===== config.mk =====
export PLATFORM = sky130hd
export DESIGN_NAME = display_init_list_sequencer
export DESIGN_NICKNAME = d
export VERILOG_FILES = /design/src/rtl/disl_pkg.sv /design/src/rtl/disl_decode.sv /design/src/rtl/disl_out_fifo.sv /design/src/rtl/display_init_list_sequencer.sv
export SDC_FILE = /design/constraint.sdc
export NUM_CORES = 1
export LEC_CHECK = 0
export BUFFER_PORTS_ARGS = -buffer_cell sky130_fd_sc_hd__buf_4
export CAP_MARGIN = 25
export CORE_UTILIZATION = 50
export CTS_CLUSTER_DIAMETER = 40
export DETAILED_ROUTE_END_ITERATION = 8
export GPL_ROUTABILITY_DRIVEN = 0
export PLACE_DENSITY_LB_ADDON = 0.25
export SETUP_SLACK_MARGIN = 0.4
export SYNTH_ARGS = -nofsm -noshare
export SYNTH_HDL_FRONTEND = slang
export SYNTH_SLANG_ARGS = --single-unit

===== constraint.sdc =====
create_clock -name clk -period 4.05 [get_ports clk]
set_input_delay 0.2025 -clock clk [delete_from_list [all_inputs] [get_ports clk]]
set_output_delay 0.2025 -clock clk [all_outputs]
set_load 0.05 [all_outputs]

===== src/rtl/disl_pkg.sv =====
// Shared types and constants for the display init list sequencer.
// Used by disl_decode, disl_out_fifo, the top level and its checker.
package disl_pkg;

    localparam int unsigned BYTE_W       = 8;
    localparam int unsigned VALUE_W      = 16;
    localparam int unsigned KIND_W       = 2;
    localparam int unsigned ARGS_W       = 7;

    localparam logic [VALUE_W-1:0] LONG_DELAY_RESET = 16'd500;
    localparam logic [BYTE_W-1:0]  LONG_DELAY_CODE  = 8'd255;

    localparam logic [KIND_W-1:0] KIND_CMD   = 2'd0;
    localparam logic [KIND_W-1:0] KIND_DATA  = 2'd1;
    localparam logic [KIND_W-1:0] KIND_DELAY = 2'd2;
    localparam logic [KIND_W-1:0] KIND_END   = 2'd3;

    localparam int unsigned FIFO_DEPTH = 4;
    localparam int unsigned FIFO_AW    = $clog2(FIFO_DEPTH);
    localparam int unsigned FIFO_CW    = $clog2(FIFO_DEPTH + 1);

    typedef enum logic [2:0] {
        PH_COUNT = 3'd0,
        PH_CMD   = 3'd1,
        PH_ARGC  = 3'd2,
        PH_ARG   = 3'd3,
        PH_DELAY = 3'd4
    } phase_t;

    typedef struct packed {
        logic [KIND_W-1:0]  kind;
        logic [VALUE_W-1:0] value;
        logic               last;
    } result_t;

    // Results produced by one accepted list byte (count is 0, 1 or 2).
    typedef struct packed {
        logic [1:0] count;
        result_t    res0;
        result_t    res1;
    } push_t;

endpackage


===== src/rtl/disl_decode.sv =====
// List parser: holds the parse state and turns each accepted byte into up to two results.
// Depends on disl_pkg.
module disl_decode (
    input  logic                           clk,
    input  logic                           rst_n,
    input  logic                           accept,
    input  logic [disl_pkg::BYTE_W-1:0]    list_byte,
    input  logic [disl_pkg::VALUE_W-1:0]   long_delay_ms,
    output disl_pkg::push_t                push
);
    import disl_pkg::*;

    phase_t             phase_reg, phase_next;
    logic [BYTE_W-1:0]  commands_left_reg, commands_left_next;
    logic [ARGS_W-1:0]  args_left_reg, args_left_next;
    logic               delay_pending_reg, delay_pending_next;

    logic [BYTE_W-1:0]  cmd_dec;
    logic [ARGS_W-1:0]  arg_dec;
    logic               list_done;
    logic               args_done;
    logic [VALUE_W-1:0] delay_value;

    assign cmd_dec     = commands_left_reg - BYTE_W'(1);
    assign arg_dec     = args_left_reg - ARGS_W'(1);
    assign list_done   = (cmd_dec == '0);
    assign args_done   = (arg_dec == '0);
    assign delay_value = (list_byte == LONG_DELAY_CODE) ? long_delay_ms
                                                        : VALUE_W'(list_byte);

    // Next state
    always_comb
    begin
        phase_next         = phase_reg;
        commands_left_next = commands_left_reg;
        args_left_next     = args_left_reg;
        delay_pending_next = delay_pending_reg;
        case (phase_reg)
            PH_CMD:
            begin
                phase_next = PH_ARGC;
            end
            PH_ARGC:
            begin
                args_left_next     = list_byte[ARGS_W-1:0];
                delay_pending_next = list_byte[BYTE_W-1];
                if (list_byte[ARGS_W-1:0] != '0)
                    phase_next = PH_ARG;
                else if (list_byte[BYTE_W-1])
                    phase_next = PH_DELAY;
                else
                begin
                    commands_left_next = cmd_dec;
                    phase_next         = list_done ? PH_COUNT : PH_CMD;
                end
            end
            PH_ARG:
            begin
                args_left_next = arg_dec;
                if (args_done)
                begin
                    if (delay_pending_reg)
                        phase_next = PH_DELAY;
                    else
                    begin
                        commands_left_next = cmd_dec;
                        phase_next         = list_done ? PH_COUNT : PH_CMD;
                    end
                end
            end
            PH_DELAY:
            begin
                delay_pending_next = 1'b0;
                commands_left_next = cmd_dec;
                phase_next         = list_done ? PH_COUNT : PH_CMD;
            end
            default:
            begin
                commands_left_next = list_byte;
                phase_next         = (list_byte == '0) ? PH_COUNT : PH_CMD;
            end
        endcase
    end

    // Results for the current byte
    always_comb
    begin
        push       = '0;
        push.res1  = '{kind: KIND_END, value: '0, last: 1'b1};
        case (phase_reg)
            PH_CMD:
            begin
                push.count = 2'd1;
                push.res0  = '{kind: KIND_CMD, value: VALUE_W'(list_byte), last: 1'b1};
            end
            PH_ARGC:
            begin
                // no args and no delay: the command ends here; a list end result only if it was the last command
                if (list_byte == '0 && list_done)
                begin
                    push.count = 2'd1;
                    push.res0  = '{kind: KIND_END, value: '0, last: 1'b1};
                end
            end
            PH_ARG:
            begin
                push.res0 = '{kind: KIND_DATA, value: VALUE_W'(list_byte), last: 1'b1};
                if (args_done && !delay_pending_reg && list_done)
                begin
                    push.count     = 2'd2;
                    push.res0.last = 1'b0;
                end
                else
                    push.count = 2'd1;
            end
            PH_DELAY:
            begin
                push.res0 = '{kind: KIND_DELAY, value: delay_value, last: 1'b1};
                if (list_done)
                begin
                    push.count     = 2'd2;
                    push.res0.last = 1'b0;
                end
                else
                    push.count = 2'd1;
            end
            default:
            begin
                push.count = 2'd0;
            end
        endcase
        if (!accept)
            push.count = 2'd0;
    end

    always_ff @(posedge clk or negedge rst_n)
    begin
        if (!rst_n)
        begin
            phase_reg         <= PH_COUNT;
            commands_left_reg <= '0;
            args_left_reg     <= '0;
            delay_pending_reg <= 1'b0;
        end
        else if (accept)
        begin
            phase_reg         <= phase_next;
            commands_left_reg <= commands_left_next;
            args_left_reg     <= args_left_next;
            delay_pending_reg <= delay_pending_next;
        end
    end

endmodule


===== src/rtl/disl_out_fifo.sv =====
// Result queue: takes up to two results per cycle, hands out one per request.
// Depends on disl_pkg.
module disl_out_fifo (
    input  logic                       clk,
    input  logic                       rst_n,
    input  disl_pkg::push_t            push,
    input  logic                       pop,
    output logic                       room,
    output logic                       not_empty,
    output disl_pkg::result_t          head
);
    import disl_pkg::*;

    result_t              entry_reg [FIFO_DEPTH];
    logic [FIFO_AW-1:0]   wr_ptr_reg, wr_ptr_next;
    logic [FIFO_AW-1:0]   rd_ptr_reg, rd_ptr_next;
    logic [FIFO_CW-1:0]   count_reg, count_next;
    logic [FIFO_AW-1:0]   wr_ptr_second;

    assign wr_ptr_second = wr_ptr_reg + FIFO_AW'(1);
    assign not_empty     = (count_reg != '0);
    // two free slots, so any byte fits regardless of its result count
    assign room          = (count_reg <= FIFO_CW'(FIFO_DEPTH - 2));
    assign head          = entry_reg[rd_ptr_reg];

    always_comb
    begin
        wr_ptr_next = wr_ptr_reg + FIFO_AW'(push.count);
        rd_ptr_next = rd_ptr_reg + FIFO_AW'(pop);
        count_next  = count_reg + FIFO_CW'(push.count) - FIFO_CW'(pop);
    end

    always_ff @(posedge clk or negedge rst_n)
    begin
        if (!rst_n)
        begin
            wr_ptr_reg <= '0;
            rd_ptr_reg <= '0;
            count_reg  <= '0;
        end
        else
        begin
            wr_ptr_reg <= wr_ptr_next;
            rd_ptr_reg <= rd_ptr_next;
            count_reg  <= count_next;
        end
    end

    always_ff @(posedge clk)
    begin
        if (push.count != 2'd0)
            entry_reg[wr_ptr_reg] <= push.res0;
        if (push.count == 2'd2)
            entry_reg[wr_ptr_second] <= push.res1;
    end

endmodule


===== src/rtl/display_init_list_sequencer.sv =====
// Display init list sequencer: parses a packed panel init list byte by byte.
// Each list byte is accepted in the cycle it is offered while the 4-entry
// result queue has two free slots. A byte yields zero, one or two results
// (command, data, delay in ms, list end); the queue drains one result per
// cycle while out_ready is high, so a data or delay byte that also closes the
// list queues two results. A delay byte of 255 reads back as long_delay_ms.
// Depends on disl_pkg, disl_decode and disl_out_fifo.
module display_init_list_sequencer (
    input  logic                           clk,
    input  logic                           rst_n,
    input  logic                           cfg_wr_en,
    input  logic [disl_pkg::VALUE_W-1:0]   cfg_wr_data,
    input  logic                           in_valid,
    output logic                           in_ready,
    input  logic [disl_pkg::BYTE_W-1:0]    list_byte,
    output logic                           out_valid,
    input  logic                           out_ready,
    output logic [disl_pkg::KIND_W-1:0]    kind,
    output logic [disl_pkg::VALUE_W-1:0]   value,
    output logic                           last_of_run
);
    import disl_pkg::*;

    logic [VALUE_W-1:0] long_delay_reg;
    logic               accept;
    logic               pop;
    push_t              push;
    result_t            head;

    assign accept = in_valid && in_ready;
    assign pop    = out_valid && out_ready;

    always_ff @(posedge clk or negedge rst_n)
    begin
        if (!rst_n)
            long_delay_reg <= LONG_DELAY_RESET;
        else if (cfg_wr_en)
            long_delay_reg <= cfg_wr_data;
    end

    disl_decode u_decode (
        .clk           (clk),
        .rst_n         (rst_n),
        .accept        (accept),
        .list_byte     (list_byte),
        .long_delay_ms (long_delay_reg),
        .push          (push)
    );

    disl_out_fifo u_fifo (
        .clk       (clk),
        .rst_n     (rst_n),
        .push      (push),
        .pop       (pop),
        .room      (in_ready),
        .not_empty (out_valid),
        .head      (head)
    );

    assign kind        = head.kind;
    assign value       = head.value;
    assign last_of_run = head.last;

endmodule


==> out/qor.csv, run 1 <==
metric;value;unit
clock skew;0.00792;ns
initial core utilization;52.4;%
RSZ-0062 raised after global routing;no;
PD cells;784;nW/um2
max FFs per register;76;
flops & latches, synth;118;
hpwl dp;10.4;mm
Core Region;11100;um2
Fmax;0.289;GHz
Die Y;110;um
DP Cell Count;749;
Yosys top cell area share;26.2;%
Reg clk slew, reported paths;0.05;ns
routed wire length;15.0;mm
Main synth FF type;dfxtp_1;
dominant cells by area after synthesis;dfxtp_1 26%, dfrtp_1 16%, mux4_2 7.4%;
Synth Net Count;620;
Final period util;85.5;%
Post-synth EDFFs;0;
layout cells sized above 1;25.3;%
final std cells w/o fill;781;
commonest cells after routing, fill and taps aside;76 x dfxtp_1, 64 x buf_4, 63 x nand2_1;
Reg2Reg Depth;14;
Netlist cell types;73;
vias in the first global route;4828;
min setup slack post-route;0.586;ns
# fillers;911;
largest net degree at the start of global routing;43;
CTS Buf Count;17;
Clock Latency Late Sink;0.41;ns
GRT Util Overall;27.5;%
leading area contributor after synthesis;dfxtp_1;
maxcap violations;0;
Req. time, crit path;4.35;ns
Die ar.;12000;um2
Cells on Worst Hold Path;2;
Longest Clk Path Bufs;2;
Cell Rows;38;
highest ir drop seen on vdd;0.885;mV
Clock Sinks;118;
status;finished clean;
Vias;4771;
drt drc;0;
Post-Synthesis Cells;581;
LEAKAGE;2.69;nW
Fin. Hold Viols;0;
DIE WIDTH;110;um
IO buf count;49;
First DRT Iteration DRCs;432;
fin crit period;3.46;ns
startpoint types;flip-flop;
Post-Syn Area per Cell;9.98;um2
Post-DRT Antenna Nets;0;
Nets;670;
total gr overflow;0;
wire per inst;19.2;um
1st-pass router iterations;5;
dpl ws;0.351;ns
Seq/Total Area, Yosys;44.5;%
crit path max fanout;6;
Tightest Pin Transition;1.02;ns
HP Class;in -> reg;
max_slew headroom;31.4;%
initial antenna violation count;0;
IO Count;50;
TritonCTS clock tree;built;
first-pass GRT wire length;24.5;mm
post-route setup TNS;0;ns
Setup Viol. Count Final;0;
ys async rst share;35.6;%
H-tree level count;4;
antenna cells;0;
final hold slack;0.0251;ns
Cell Area, Synth;5800;um2
Worst EP arrival;3.76;ns
Crit Path Category;reg -> reg;
Via density;6.11;
area grow syn2layout;17.1;%
crit end category;flip-flop;
Slew Limit Fails;0;
commonest non-fill, non-tap cell in the layout;dfxtp_1;
Clock Tree Root;clkbuf_16;
Synth warnings;0;
cell usage after synthesis, types with 5 or more instances:
cell / instances
dfxtp_1: 76
nand2_1: 63
nor2_1: 45
a21oi_1: 40
o21ai_0: 37
dfrtp_1: 36
nand3_1: 22
clkbuf_1: 20
mux4_2: 19
o2bb2ai_1: 18
inv_1: 17
mux2_2: 17
a211oi_1: 10
o2bb2ai_2: 10
a22o_1: 9
ha_1: 9
nor3_1: 9
a22oi_1: 7
nand2b_1: 7
dfstp_2: 6
xnor2_1: 6
nor4_1: 5
final timing paths:
kind                                                from                             to  slack, ns
max                        u_decode.commands_left_reg[0]            u_fifo.count_reg[2]       0.59
min                                      cfg_wr_data[10]             long_delay_reg[10]       0.03
max reg2reg                u_decode.commands_left_reg[0]            u_fifo.count_reg[2]       0.59
min reg2reg                      u_fifo.entry_reg[0][18]        u_fifo.entry_reg[0][18]       0.44
max in group asynchronous                          rst_n  u_decode.commands_left_reg[0]       3.34
min in group asynchronous                          rst_n      u_decode.args_left_reg[1]       0.32
per-stage QoR:
step / cell area [um2] / util [%] / total power [mW]
after detailed placement: 6260 / 56.5 / 4.00
after global placement: 6260 / 56.5 / 3.92
after CTS: 6770 / 61.1 / 5.29
after floorplan: 5800 / - / 3.45
after global routing: 6790 / 61.3 / 5.65
final: 6790 / 61.3 / 5.32
cell type report:
type                    count  area (um2)  area share, %
clock buffers              23         458           6.74
clock inverters             6        32.5          0.479
inverters                  18        70.1           1.03
multi-input cells         411        2980           43.9
flip-flops and latches    118        2580           38.0
well taps                 140         175           2.58
repair buffers             65         490           7.22
power breakdown:
part | internal [mW] | switching, mW | leakage, nW
Clock | 0.779 | 0.495 | 0.242
Combinational | 0.904 | 1.28 | 1.34
Sequential | 1.50 | 0.356 | 1.11
critical path, stage by stage (launching register included):
cell and delay (ns):
dfrtp_2 0.44, inv_1 0.11, ha_4 0.16, or4b_4 0.48
xnor2_1 0.15, a2bb2oi_2 0.19, or3_4 0.41, o211ai_4 0.20
ha_1 0.26, inv_1 0.06, ha_1 0.14, inv_1 0.05
fa_1 0.39, xor2_1 0.19, xnor2_1 0.12
logic make-up (layout without fill, tap and decap cells):
kind of cell / after synthesis / after routing / synth area share (%)
adders and majority gates: 10 / 10 / 2.29
DFF: 118 / 118 / 44.5
buffers and inverters: 52 / 112 / 4.36
muxes: 36 / 36 / 10.7
and+or+nand+nor: 186 / 186 / 15.5
xor gates and xnor gates: 9 / 9 / 1.36
AOI/OAI and AO/OA: 170 / 170 / 21.4
metal layers:
layer,global-route usage [%],part of all wire [%],vias to the layer above
li1,-,-,2236
met1,36.2,44,2315
met2,42.5,47,198
met3,8.00,7.6,22
met4,11.5,1.4,0
met5,0,0,-
timing repair:
action,4_1_cts,5_1_grt
pin swaps,1,1
gates resized for setup,0,4
hold buffers,1,0
hold endpoints to repair,36,0
setup buffers,1,0
endpoints found under the setup margin,1,1
Note: power is estimated with default switching activity, not from simulation.
==> run 2, diff against run 1 <==
CAP_MARGIN = 20   (was 25)
CORE_UTILIZATION = 59   (was 50)
clock period = 3.55 ns   (was 4.05 ns; I/O delays follow)
==> run 2 against run 1 <==
  * Non-clock buffer count is 26 higher
  * Register-to-register slack got worse by 0.22 ns
  * Clock-buffer cell count shrank 6
  * Maximum frequency is 8.8% higher
  * Core utilization increased by 15 points
==> out/qor.csv, run 2 (synthesis results as in run 1) <==
metric;value;unit;change
status;finished clean;;unchanged
LEAKAGE;2.86;nW;was 2.69 nW
area grow syn2layout;24.0;%;was 17.1%
Worst R2R Setup Slack;0.37;ns;was 0.59 ns
IO Count;50;;unchanged
DIE WIDTH;101;um;was 110 um
commonest non-fill, non-tap cell in the layout;dfxtp_1;;unchanged
H-tree level count;4;;unchanged
clock skew;0.00836;ns;was 0.00792 ns
Die Y;101;um;was 110 um
largest net degree at the start of global routing;43;;unchanged
Crit Path Category;reg -> reg;;unchanged
initial antenna violation count;0;;unchanged
max_slew headroom;29.9;%;was 31.4%
hpwl dp;10.0;mm;was 10.4 mm
Nets;696;;was 670
commonest cells after routing, fill and taps aside;76 x dfxtp_1, 69 x buf_4, 61 x nand2_1;;was 76 x dfxtp_1, 64 x buf_4, 63 x nand2_1
Die ar.;10200;um2;was 12,000 um2
Critical Path Slowest Stage Cell;or4b_4;;unchanged
drt drc;0;;unchanged
HP Class;in -> reg;;unchanged
CTS Buf Count;17;;unchanged
Tot Pwr;6.51;mW;was 5.32 mW
CP cell instances;inv_2 -> ha_4 -> or4b_4 -> xnor2_2 -> a2bb2oi_4 -> or3_4 -> o211ai_4 -> ha_4 -> inv_2 -> ha_4 -> inv_2 -> fa_2 -> xor2_1 -> xnor2_1;;was inv_1 -> ha_4 -> or4b_4 -> xnor2_1 -> a2bb2oi_2 -> or3_4 -> o211ai_4 -> ha_1 -> inv_1 -> ha_1 -> inv_1 -> fa_1 -> xor2_1 -> xnor2_1
routed wire length;15.8;mm;was 15.0 mm
initial core utilization;61.9;%;was 52.4%
vias in the first global route;4890;;was 4,828
first-pass GRT wire length;25.2;mm;was 24.5 mm
Fin. Hold Viols;0;;unchanged
Req. time, crit path;3.96;ns;was 4.35 ns
Clock Tree Root;clkbuf_8;;was clkbuf_16
TritonCTS clock tree;built;;unchanged
Post-DRT Antenna Nets;0;;unchanged
crit end category;flip-flop;;unchanged
Via density;6.34;;was 6.11
max FFs per register;76;;unchanged
Reg clk slew, reported paths;0.06;ns;was 0.05 ns
First DRT Iteration DRCs;456;;was 432
CP delay by family, top;simple AND/OR/NAND/NOR gates;;was adder cells
IO buf count;49;;unchanged
Clock Latency Late Sink;0.53;ns;was 0.41 ns
antenna cells;0;;unchanged
Fmax;0.314;GHz;was 0.289 GHz
Slew Limit Fails;0;;unchanged
GRT Util Overall;32.8;%;was 27.5%
highest ir drop seen on vdd;0.649;mV;was 0.885 mV
worst r2r src;u_decode.commands_left_reg[1];;was u_decode.commands_left_reg[0]
PD cells;906;nW/um2;was 784 nW/um2
hold_sp;list_byte[7];;was cfg_wr_data[10]
Tightest Pin Transition;1.05;ns;was 1.02 ns
Setup Viol. Count Final;0;;unchanged
Final period util;89.7;%;was 85.5%
crit path max fanout;5;;was 6
Cell Rows;35;;was 38
layout cells sized above 1;28.1;%;was 25.3%
Worst EP arrival;3.60;ns;was 3.76 ns
worst setup path start;u_decode.commands_left_reg[1];;was u_decode.commands_left_reg[0]
startpoint types;flip-flop;;unchanged
maxcap violations;0;;unchanged
wire per inst;19.8;um;was 19.2 um
total gr overflow;0;;unchanged
1st-pass router iterations;5;;unchanged
Core Region;9370;um2;was 11,100 um2
RSZ-0062 raised after global routing;yes;;was no
Vias;5063;;was 4,771
WP buf/inv;3;;unchanged
Clock Sinks;118;;unchanged
fin crit period;3.18;ns;was 3.46 ns
post-route setup TNS;0;ns;unchanged
Longest Clk Path Bufs;2;;unchanged
CP max stage delay;0.48;ns;about the same
run 2: final cells by class:
type / instances / area [um2]
Clock buffer: 17 / 414
Timing Repair Buffer: 91 / 741
Clock inverter: 15 / 170
Tap cell: 129 / 161
Multi-Input combinational cell: 411 / 3050
Inverter: 18 / 70.1
Fill cell: 622 / 2180
Sequential cell: 118 / 2580
run 2: stage by stage:
| stage | cells | setup slack, ns | hold slack (ns) | util [%] | instance area, um2 |
|---|---|---|---|---|---|
| 3_5_place_dp | 741 | 0.268 | 0.209 | 67.2 | 6290 |
| 2_1_floorplan | 581 | 0.239 | -0.118 | - | 5830 |
| 4_1_cts | 798 | 0.396 | 0.0239 | 76.0 | 7120 |
| 5_1_grt | 799 | 0.244 | 0.0231 | 76.7 | 7190 |
| 6_report | 799 | 0.365 | 0.0334 | 76.7 | 7190 |
| 3_3_place_gp | 741 | 0.355 | 0.209 | 67.2 | 6290 |
run 2: worst paths after layout:
check	depth (start not counted)	end
setup / recovery	14	u_fifo.count_reg[2]
hold / removal	3	u_decode.commands_left_reg[7]
setup reg to reg	14	u_fifo.count_reg[2]
hold reg to reg	2	u_fifo.entry_reg[2][18]
max in group asynchronous	2	long_delay_reg[8]
min in group asynchronous	2	u_decode.commands_left_reg[7]
run 2: worst register-to-register path, cell delays in order, from the launching register on:
cell	delay [ns]
dfrtp_1	0.41
inv_2	0.09
ha_4	0.13
or4b_4	0.48
xnor2_2	0.17
a2bb2oi_4	0.17
or3_4	0.35
o211ai_4	0.20
ha_4	0.23
inv_2	0.06
ha_4	0.13
inv_2	0.04
fa_2	0.33
xor2_1	0.16
xnor2_1	0.13
run 2: repair_timing:
| action | 4_1_cts | 5_1_grt |
|---|---|---|
| hold buffers | 20 | 0 |
| endpoints found under the hold margin | 55 | 0 |
| setup endpoints to repair | 19 | 30 |
| gates resized for setup | 1 | 13 |
| setup buffers | 5 | 1 |
| pin swaps | 4 | 0 |
run 2: routing by layer:
layer	track usage [%]	routed length (um)	vias up
met2	53.7	7910	262
met5	0	0	-
met4	11.6	278	0
met3	7.45	1270	35
li1	-	-	2291
met1	43.1	6350	2475
run 2: power breakdown:
| group | total (mW) | internal, mW | leakage [nW] | switching, mW |
|---|---|---|---|---|
| Sequential | 2.17 | 1.71 | 1.11 | 0.457 |
| Combinational | 2.65 | 1.15 | 1.46 | 1.51 |
| Clock | 1.69 | 1.01 | 0.282 | 0.673 |
| Total | 6.51 | 3.87 | 2.86 | 2.64 |
